===== src/gamepad_report_decoder_unit_defines.svh =====
// ----------------------------------------------------------------------------
// Gamepad report decoder assertion macros
// Concurrent assertion wrappers, compiled out for synthesis.
// ----------------------------------------------------------------------------
`ifndef GAMEPAD_REPORT_DECODER_UNIT_DEFINES_SVH
`define GAMEPAD_REPORT_DECODER_UNIT_DEFINES_SVH

`ifndef SYNTHESIS
// property holds at every clock edge outside reset
`define GPR_ASSERT(lbl, clk, rstn, prop) \
  lbl: assert property (@(posedge clk) disable iff (!rstn) (prop)) \
    else $error("gpr assertion failed");
// antecedent implies consequent in the same cycle
`define GPR_ASSERT_IMP(lbl, clk, rstn, ante, cons) \
  lbl: assert property (@(posedge clk) disable iff (!rstn) (ante) |-> (cons)) \
    else $error("gpr implication failed");
`else
`define GPR_ASSERT(lbl, clk, rstn, prop)
`define GPR_ASSERT_IMP(lbl, clk, rstn, ante, cons)
`endif

`endif


===== src/gpr_pkg.sv =====
// ----------------------------------------------------------------------------
// Gamepad report decoder package
// Item types, report constants and button remap helpers.
// ----------------------------------------------------------------------------
package gpr_pkg;

  localparam logic [7:0] ID_FMT_A     = 8'h01;
  localparam logic [7:0] ID_FMT_B     = 8'h11;
  localparam logic [3:0] LEN_FMT_A    = 4'd11;
  localparam logic [3:0] LEN_FMT_B    = 4'd13;
  localparam logic [3:0] COUNT_MAX    = 4'hF;
  localparam int         CAP_DEPTH    = 11;
  localparam logic [7:0] STICK_CENTRE = 8'd128;
  localparam int         NUM_AXES     = 6;
  localparam int         RAW_BTNS     = 14;
  localparam int         MASK_W       = 18;

  typedef enum logic [1:0] {
    KIND_IGNORED = 2'd0,
    KIND_FMT_A   = 2'd1,
    KIND_FMT_B   = 2'd2,
    KIND_DISC    = 2'd3
  } report_kind_e;

  typedef struct packed {
    logic       action;
    logic [7:0] data_byte;
    logic       last_byte;
  } in_item_t;

  typedef struct packed {
    logic [7:0]        left_x;
    logic [7:0]        left_y;
    logic [7:0]        right_x;
    logic [7:0]        right_y;
    logic [7:0]        left_trigger;
    logic [7:0]        right_trigger;
    logic [MASK_W-1:0] button_mask;
    logic [1:0]        report_kind;
  } out_item_t;

  // axes order: lx, ly, rx, ry, ltrig, rtrig
  typedef struct packed {
    report_kind_e                  kind;
    logic [NUM_AXES-1:0][7:0]      axes;
    logic [MASK_W-1:0]             buttons;
  } cmd_t;

  typedef struct packed {
    logic full;
    logic empty;
  } q_status_t;

  localparam logic [4:0] BTN_DEST [RAW_BTNS] = '{
    5'd1, 5'd0, 5'd2, 5'd3, 5'd8, 5'd9, 5'd12,
    5'd13, 5'd15, 5'd14, 5'd10, 5'd11, 5'd16, 5'd17
  };

  // up = bit 4, right = 5, down = 6, left = 7; 8 and above is neutral
  localparam logic [7:0] HAT_DIRS [16] = '{
    8'h10, 8'h30, 8'h20, 8'h60, 8'h40, 8'hC0, 8'h80, 8'h90,
    8'h00, 8'h00, 8'h00, 8'h00, 8'h00, 8'h00, 8'h00, 8'h00
  };

  function automatic logic [MASK_W-1:0] remap(input logic [RAW_BTNS-1:0] raw,
                                              input logic [3:0] hat);
    logic [MASK_W-1:0] m;
    m = '0;
    for (int i = 0; i < RAW_BTNS; i++) begin
      m[BTN_DEST[i]] = m[BTN_DEST[i]] | raw[i];
    end
    m[7:0] = m[7:0] | HAT_DIRS[hat];
    return m;
  endfunction

endpackage


===== src/gpr_queue.sv =====
// ----------------------------------------------------------------------------
// Gamepad report decoder command queue
// Small register FIFO between front and back end.
// ----------------------------------------------------------------------------
module gpr_queue #(
  parameter int DEPTH = 2
) (
  input  logic                clk_i,
  input  logic                rst_ni,
  input  logic                push_i,
  input  gpr_pkg::cmd_t       data_i,
  input  logic                pop_i,
  output gpr_pkg::cmd_t       data_o,
  output gpr_pkg::q_status_t  status_o
);

  localparam int PW = (DEPTH > 1) ? $clog2(DEPTH) : 1;
  localparam int CW = $clog2(DEPTH + 1);

  gpr_pkg::cmd_t mem_q [DEPTH];
  logic [PW-1:0] wr_q, rd_q;
  logic [CW-1:0] cnt_q;
  logic          do_push, do_pop;

  assign status_o.full  = (cnt_q == CW'(DEPTH));
  assign status_o.empty = (cnt_q == '0);
  assign do_push = push_i && !status_o.full;
  assign do_pop  = pop_i && !status_o.empty;
  assign data_o  = mem_q[rd_q];

  always_ff @(posedge clk_i or negedge rst_ni) begin
    if (!rst_ni) begin
      wr_q  <= '0;
      rd_q  <= '0;
      cnt_q <= '0;
    end else begin
      if (do_push) begin
        wr_q <= (wr_q == PW'(DEPTH - 1)) ? '0 : wr_q + PW'(1);
      end
      if (do_pop) begin
        rd_q <= (rd_q == PW'(DEPTH - 1)) ? '0 : rd_q + PW'(1);
      end
      if (do_push && !do_pop) begin
        cnt_q <= cnt_q + CW'(1);
      end else if (do_pop && !do_push) begin
        cnt_q <= cnt_q - CW'(1);
      end
    end
  end

  always_ff @(posedge clk_i) begin
    if (do_push) begin
      mem_q[wr_q] <= data_i;
    end
  end

endmodule


===== config.mk =====
export PLATFORM = sky130hd
export DESIGN_NAME = gpr_queue
export DESIGN_NICKNAME = d
export VERILOG_FILES = /design/src/gamepad_report_decoder_unit_defines.svh /design/src/gpr_pkg.sv /design/src/gpr_queue.sv
export SDC_FILE = /design/constraint.sdc
export NUM_CORES = 1
export LEC_CHECK = 0
export ABC_CLOCK_PERIOD_IN_PS = 8400
export BUFFER_PORTS_ARGS = -buffer_cell sky130_fd_sc_hd__buf_4
export CAP_MARGIN = 0
export CORE_ASPECT_RATIO = 1.25
export CORE_MARGIN = 4
export CORE_UTILIZATION = 40
export CTS_CLUSTER_DIAMETER = 80
export CTS_CLUSTER_SIZE = 25
export DETAILED_ROUTE_END_ITERATION = 12
export PLACE_DENSITY_LB_ADDON = 0.12
export SYNTH_ARGS = -nofsm -noshare
export SYNTH_HDL_FRONTEND = slang
export SYNTH_SLANG_ARGS = --single-unit

===== constraint.sdc =====
create_clock -name clk_i -period 8.4 [get_ports clk_i]
set_clock_uncertainty 0.15 [all_clocks]
set_input_delay 1.26 -clock clk_i [delete_from_list [all_inputs] [get_ports clk_i]]
set_output_delay 1.26 -clock clk_i [all_outputs]
set_load 0.005 [all_outputs]

* Yosys cells after proc, flatten, opt, wreduce, memory -nomap -nowiden
Memories as Yosys holds them, arrays and structs flattened.
Cells that the tools add are included.
** Storage, ports and cells
- Register bits after elaboration :: 4
- RAM bits :: 136
- Input bits :: 72
- Logic and storage cells :: 25
- Memories kept :: 1
** Cells by class
- Add/sub/neg operators :: 4
- Equal/unequal tests :: 1
- Multiplexer cells :: 6
- Reduce and logical (&&, ||, !) cells :: 10
** Memory list
- mem_q :: words 2, width 68, rd ports 1, clocked after memory_dff 0, wr ports 1, line gpr_queue.sv:20 : gpr_pkg::cmd_t mem_q [DEPTH];
** Operators with widths (number)
- logical AND 1 bit :: 4
- zero test 1 bit :: 4
- two-way mux 1 bit :: 4
- two-way mux 2 bit :: 2
- adder 1 bit (second input constant) :: 2
- adder 2 x 1 -> 2 bit (second input constant) :: 1
- equality test 2 bit (second input constant) :: 1
- zero test 2 bit :: 1
- nonzero test 2 bit :: 1
- subtractor 2 x 1 -> 2 bit (second input constant) :: 1

* Logic depth before layout (Yosys ltp)
Gate-level depths: netlist (run 1).
- Word-level depth :: 7
- Gate-level depth with buffers :: 7
- Mapped depth without buffers :: 7

* Least setup slack after synthesis (run 1)
OpenSTA, ideal clock, no wires.
- Kind :: in2reg
- Start point :: in push_i
- End point :: mem mem_q[0][0] (netlist name), enable pin
- Setup time :: 0.494 ns
- Arrival :: 4.190 ns
- Setup slack :: 3.566 ns
- Cell stages on the path :: 2
- Buffers on the path :: 0
- Cells stage by stage :: nand2_1 nor2_1
** Between the ends
- Cells in the longest elaborated chain, start to end :: 3
** Ends and longest elaborated chain
- from (decl) :: line gpr_queue.sv:10 : input logic push_i,
- logical AND 1 bit :: line gpr_queue.sv:27 : assign do_push = push_i && !status_o.full;
- two-way mux 1 bit :: line gpr_queue.sv:52 : if (do_push) begin
- two-way mux 1 bit (not written as such) :: line gpr_queue.sv:53 : mem_q[wr_q] <= data_i;
- to (decl) :: line gpr_queue.sv:20
Every way passes these cells.

==> impl_metrics.json, run 1 <==
{
  "seq_area_frac_synth": 0.8130,
  "fin_tns_setup_ns": 0,
  "r2r_cells": 4,
  "num_antenna_cells": 0,
  "critPathRequiredTime_ns": 6.99,
  "die-area_um2": 14760,
  "cap_violations": 0,
  "crit_arrival_ns": 2.10,
  "post-route-period-util": 0.4178,
  "drc": 0,
  "synth_seq_cells": 140,
  "fp.dieH_um": 134.8,
  "antenna_left": 0,
  "cts_sinks": 140,
  "end_kind": "primary output",
  "r2r_setup_slack_ns": 5.79,
  "final_nets": 457,
  "hold_path_depth": 1,
  "cts.htree.levels": 4,
  "setup_slack_ns": 4.891,
  "yosys.area_share.simple": 0.005349,
  "drt-initial-drc-count": 71,
  "setup_violations": 0,
  "clockBufferDepth": 2,
  "final_cell_area_um2": 6910,
  "core-area_um2": 12660,
  "synthMuxAreaShare": 0.1561,
  "syn_inst": 231,
  "critical_path_class": "register to primary output",
  "startpoint_type": "register",
  "drive_above_1_share": 0.6071,
  "synth_top_area_cell": "edfxtp_1",
  "clkLatencyLatePin_ns": 0.40,
  "status": "finished clean",
  "min_path_type": "register to register",
  "path_clk_slew_ns": 0.05,
  "hpwl_um": 5786,
  "syn_area_per_cell_um2": 22.28,
  "yosys_warnings": 0,
  "dpl-instance-area_um2": 6376,
  "hold-worst-slack_ns": 0.3730,
  "hold_viol": 0,
  "viasPerCell": 4.561,
  "grt_pass1_vias": 2789,
  "nFillCells": 1046,
  "ir_drop_mv": 0.3410,
  "fin_crit_ns": 3.509,
  "synth_compound_area_frac": 0.0009725,
  "first_pass_iters": 4,
  "antenna_found_initial": 0,
  "clock.fmax_mhz": 285.0,
  "cts_made_buffers": 17,
  "maxSlewViolCount": 0,
  "hold_end": "cnt_q[1]",
  "synth_cell_types": 16,
  "start_util": 0.4064,
  "syn_area_um2": 5146,
  "synthXorXnorAreaFrac": 0.008510,
  "yosysTopAreaCellShare": 0.7936,
  "hold_buffers": 0,
  "dpl_worst_slack_ns": 5.019,
  "grt_first_pass_wirelength_um": 14160,
  "drt-total-wl_um": 9402,
  "syn2layout_area_growth_pct": 34.28,
  "postCtsSetupBuffers": 0,
  "cts_tree": "yes",
  "worstPathMaxFanout": 69,
  "reg2reg_to": "mem_q[0][6]",
  "track_usage": 0.1299,
  "cts.repair.resized": 0,
  "routabilityCongestion": 0.6763,
  "synth_nets": 304,
  "p_leak_nw": 2.623,
  "rows": 46,
  "dp_cells": 533,
  "cts-root-buf": "clkbuf_16",
  "die_w_um": 109.5,
  "yosys-top-cells-area": "edfxtp_1 79%, mux2_2 13%, mux2_4 2.9%",
  "p_per_area_nw_per_um2": 341.5,
  "worst_slew_pin_slew_ns": 1.018,
  "reg2reg_from": "cnt_q[0]",
  "synth_adder_area_share": 0.002431,
  "grt-ovfl-total": 0,
  "rsz0062_at_grt": "no",
  "io_pins": 142,
  "grt_max_degree": 70,
  "port_buffers": 141,
  "synth_top_family_by_area": "multiplexers",
  "max_slew_margin": 0.3213,
  "min_from": "cnt_q[1]",
  "vias": 2577,
  "wl_per_cell_um": 16.64,
  "fin_cells": 565
}
## worst max-delay path, cell delays in order (launching register included)
cell,delay (ns)
dfrtp_4,1.10
mux2_2,0.44
buf_4,0.14
## report_power, final
| part | internal, mW | switching [mW] | leakage [nW] |
|---|---|---|---|
| sequential | 0.958 | 0.108 | 1.31 |
| combinational | 0.384 | 0.239 | 1.05 |
| clock | 0.401 | 0.269 | 0.265 |
| total | 1.74 | 0.616 | 2.62 |
## how the worst max path moves through the flow
stage / start / slack (ns) / endpoint / cells past startpoint
detailed placement: push_i / 5.02 / mem_q[0][63] / 4
global placement: push_i / 5.04 / mem_q[0][63] / 4
finish: rd_q / 4.89 / data_o[66] / 2
floorplan: push_i / 3.57 / mem_q[0][0] / 2
global route: rd_q / 4.78 / data_o[25] / 2
CTS: rd_q / 4.83 / data_o[6] / 2
## metrics by stage
step | utilization | total power [mW]
2_1_floorplan | - | 1.398
5_1_grt | 0.5458 | 2.481
6_report | 0.5458 | 2.360
3_3_place_gp | 0.5036 | 1.717
4_1_cts | 0.5458 | 2.399
3_5_place_dp | 0.5036 | 1.728
## flip-flops by register name, indices dropped and copies added (netlist names)
signal,cells
rd_q,1
wr_q,1
mem_q,136
cnt_q,2
## cells in the final DEF, fill, tap and decap left out
| master | n |
|---|---|
| edfxtp_1 | 136 |
| clkbuf_1 | 1 |
| nor2_4 | 1 |
| bufinv_16 | 1 |
| ha_1 | 1 |
| and3_4 | 1 |
| mux2_2 | 58 |
| nand2_1 | 1 |
| clkinv_4 | 3 |
| clkinv_1 | 3 |
| xnor2_1 | 3 |
| xor2_1 | 2 |
| nand2b_1 | 1 |
| clkbuf_16 | 17 |
| dfrtp_4 | 1 |
| inv_1 | 2 |
| buf_4 | 142 |
| nor2_1 | 2 |
| clkinv_2 | 6 |
| dfrtp_1 | 3 |
| clkinvlp_4 | 1 |
| mux2_4 | 10 |
| o21ai_0 | 1 |
## synth_stat cells (all sizes together)
master    n
edfxtp  136
nand2     1
and3      1
mux2     68
xnor2     3
inv       2
o21ai     1
buf       8
nand2b    1
ha        1
dfrtp     4
xor2      2
nor2      3
## logic make-up (layout without fill, tap and decap cells)
family / count (synthesis) / count (layout)
adders and majority gates: 1 / 1
AOI/OAI and AO/OA: 1 / 1
and+or+nand+nor: 6 / 6
buffers and inverters: 10 / 176
xor gates and xnor gates: 5 / 5
DFF: 140 / 140
muxes: 68 / 68
## routing by layer
layer / track usage / vias up / part of all wire
met1: 0.1409 / 1273 / 0.38
met2: 0.2298 / 78 / 0.55
met4: 0.06029 / 0 / 0.018
li1: - / 1213 / -
met5: 0 / - / 0
met3: 0.03826 / 13 / 0.053
## layout make-up
class                   instances  area, µm²  share of cell area
clock inverters                14      105.1             0.01521
multi-input cells              81      904.6              0.1309
repair buffers                142       1066              0.1543
inverters                       2      7.507            0.001086
well taps                     168      210.2             0.03042
clock buffers                  18      429.2             0.06210
flip-flops and latches        140       4188              0.6060
Note: power is estimated with default switching activity, not from simulation.
==> run 2: changes to the inputs <==
--- a/config.mk
+++ b/config.mk
@@ -5,7 +5,8 @@
 export SDC_FILE = /design/constraint.sdc
 export NUM_CORES = 1
 export LEC_CHECK = 0
-export ABC_CLOCK_PERIOD_IN_PS = 8400
+export ABC_AREA = 1
+export ABC_CLOCK_PERIOD_IN_PS = 3300
 export BUFFER_PORTS_ARGS = -buffer_cell sky130_fd_sc_hd__buf_4
 export CAP_MARGIN = 0
 export CORE_ASPECT_RATIO = 1.25
==> constraint.sdc (replaced) <==
create_clock -name clk_i -period 3.3 [get_ports clk_i]
set_clock_uncertainty 0.15 [all_clocks]
set_input_delay 0.495 -clock clk_i [delete_from_list [all_inputs] [get_ports clk_i]]
set_output_delay 0.495 -clock clk_i [all_outputs]
set_load 0.005 [all_outputs]
==> run 2 against run 1 <==
Compared with the run above:
- clock power grew to 2.5 times the previous value
- sequential share of layout area decreased by 0.49 points
- worst hold slack worse by 0.25 ns
- critical path type unchanged
- largest cell class unchanged
- largest power group unchanged
==> impl_metrics.json, run 2 <==
{
  "crit_arrival_ns": 1.73,
  "cts_tree": "yes",
  "end_kind": "primary output",
  "synth_nets": 460,
  "io_pins": 142,
  "wl_per_cell_um": 14.29,
  "fp.dieH_um": 135.2,
  "critPathRequiredTime_ns": 2.65,
  "hpwl_um": 6532,
  "setup_violations": 0,
  "critical_path_class": "register to primary output",
  "die-area_um2": 14850,
  "seq_area_frac_synth": 0.8077,
  "grt_first_pass_wirelength_um": 15970,
  "cts.htree.levels": 4,
  "p_per_area_nw_per_um2": 878.8,
  "yosysTopAreaCellShare": 0.7884,
  "postCtsSetupBuffers": 0,
  "die_w_um": 109.8,
  "nFillCells": 1080,
  "port_buffers": 141,
  "largest-register": "mem_q",
  "routabilityCongestion": 0.6855,
  "ys_async_sr_fraction": 0.02857,
  "synth_seq_cells": 140,
  "synth_most_common_cell": "nand2_1",
  "hold-worst-slack_ns": 0.1251,
  "cts-root-buf": "clkbuf_16",
  "clock.fmax_mhz": 420.5,
  "grt_max_degree": 70,
  "viasPerCell": 4.454,
  "syn_area_per_cell_um2": 13.38,
  "maxSlewViolCount": 0,
  "antenna_found_initial": 0,
  "yosys_warnings": 0,
  "largest_reg_flops": 136,
  "post-route-period-util": 0.7207,
  "num_antenna_cells": 0,
  "synth_cell_types": 15,
  "worst_slew_pin_slew_ns": 0.7339,
  "antenna_left": 0,
  "drt-initial-drc-count": 160,
  "grt-ovfl-total": 0,
  "startpoint_type": "register",
  "synth_commonest_cells": "213 x nand2_1, 136 x edfxtp_1, 10 x buf_2",
  "min_path_type": "input port to register",
  "synth_top_area_cell": "edfxtp_1",
  "vias": 3198,
  "synth_ff_type": "edfxtp_1",
  "syn_area_um2": 5180,
  "worstPathMaxFanout": 69,
  "clockBufferDepth": 2,
  "grt_pass1_vias": 3368,
  "rsz0062_at_grt": "no",
  "layout_commonest_cell": "nand2_1",
  "status": "finished clean",
  "cts_sinks": 140,
  "synth_edf_count": 136,
  "hold_viol": 0,
  "p_leak_nw": 2.979,
  "max_slew_margin": 0.5107,
  "start_util": 0.4091,
  "drt-total-wl_um": 10260,
  "drive_above_1_share": 0.3218,
  "cts_made_buffers": 17,
  "core-area_um2": 12660,
  "final_cell_mix": "213 x nand2_1, 144 x buf_4, 136 x edfxtp_1, 17 x clkbuf_16, 6 x inv_1",
  "cts.repair.resized": 0,
  "fin_crit_ns": 2.378,
  "rows": 46,
  "syn_inst": 387,
  "yosys-top-cells-area": "edfxtp_1 79%, nand2_1 15%, dfrtp_1 1.9%",
  "syn2layout_area_growth_pct": 34.42,
  "largestRegisters": "mem_q x136, cnt_q x2",
  "first_pass_iters": 4,
  "path_clk_slew_ns": 0.06,
  "track_usage": 0.1424,
  "ir_drop_mv": 0.3786,
  "clkLatencyLatePin_ns": 0.40,
  "drc": 0,
  "cap_violations": 0,
  "fin_tns_setup_ns": 0,
  "final_nets": 611
}
==> run 2: cell types whose count changed after synthesis, sizes merged, moves of 2 or more <==
cell / delta
buf: +7
inv: +6
mux2: -68
xor2: -2
nand2: +212
xnor2: -2
==> run 2: cells by family after synthesis <==
| family | share of synthesized area |
|---|---|
| buf+inv | 0.02536 |
| flops | 0.8077 |
| fa+ha+maj | 0.002415 |
| xor+xnor | 0.001691 |
| compound gates | 0.001932 |
| simple gates | 0.1609 |
==> run 2: report_power, final <==
part	switching, mW	internal, mW
registers	0.102	2.42
clock network	0.668	1.02
logic	1.06	0.842
total	1.83	4.29
==> run 2: timing repair <==
action / in CTS / in global routing
hold endpoints to repair: 4 / 0
hold buffers: 1 / 0
setup endpoints to repair: 0 / 0
==> run 2: final timing paths <==
check / startpoint / to / slack, ns / cells after the start
worst max-delay path: rd_q / data_o[29] / 0.92 / 4
worst min-delay path: data_i[56] / mem_q[1][56] / 0.13 / 1
worst max register to register: cnt_q[1] / mem_q[0][24] / 1.36 / 6
worst min register to register: wr_q / wr_q / 0.35 / 2
max in group asynchronous: rst_ni / rd_q / 2.61 / 2
min in group asynchronous: rst_ni / cnt_q[1] / 0.28 / 2
==> run 2: cell type report <==
cell class | instances | area [µm²] | area share
Sequential cell | 140 | 4185 | 0.6011
Multi-Input combinational cell | 224 | 872.1 | 0.1252
Clock buffer | 18 | 429.2 | 0.06164
Timing Repair Buffer | 147 | 1131 | 0.1624
Tap cell | 168 | 210.2 | 0.03019
Clock inverter | 13 | 102.6 | 0.01473
Inverter | 8 | 32.53 | 0.004672
==> run 2: through the flow <==
stage | worst slack (ns) | util | power, mW | cell area (µm²) | cells
3_5_place_dp | 1.291 | 0.5071 | 4.529 | 6421 | 686
3_3_place_gp | 1.290 | 0.5071 | 4.507 | 6421 | 686
4_1_cts | 0.8547 | 0.5499 | 6.239 | 6963 | 718
2_1_floorplan | 0.3401 | - | 3.520 | 5182 | 387
6_report | 0.9216 | 0.5499 | 6.119 | 6963 | 718
5_1_grt | 0.7229 | 0.5499 | 6.540 | 6963 | 718
==> run 2: per-layer routing <==
layer | wire, µm | track usage
met5 | 0 | 0
met1 | 4228 | 0.1632
met4 | 156 | 0.05405
met3 | 847 | 0.05866
met2 | 5027 | 0.2362
==> run 2: worst max-delay path: stages (launching register included) <==
cell	delay (ns)
dfrtp_2	0.42
inv_4	0.54
nand2_1	0.14
nand2_1	0.10
buf_4	0.11
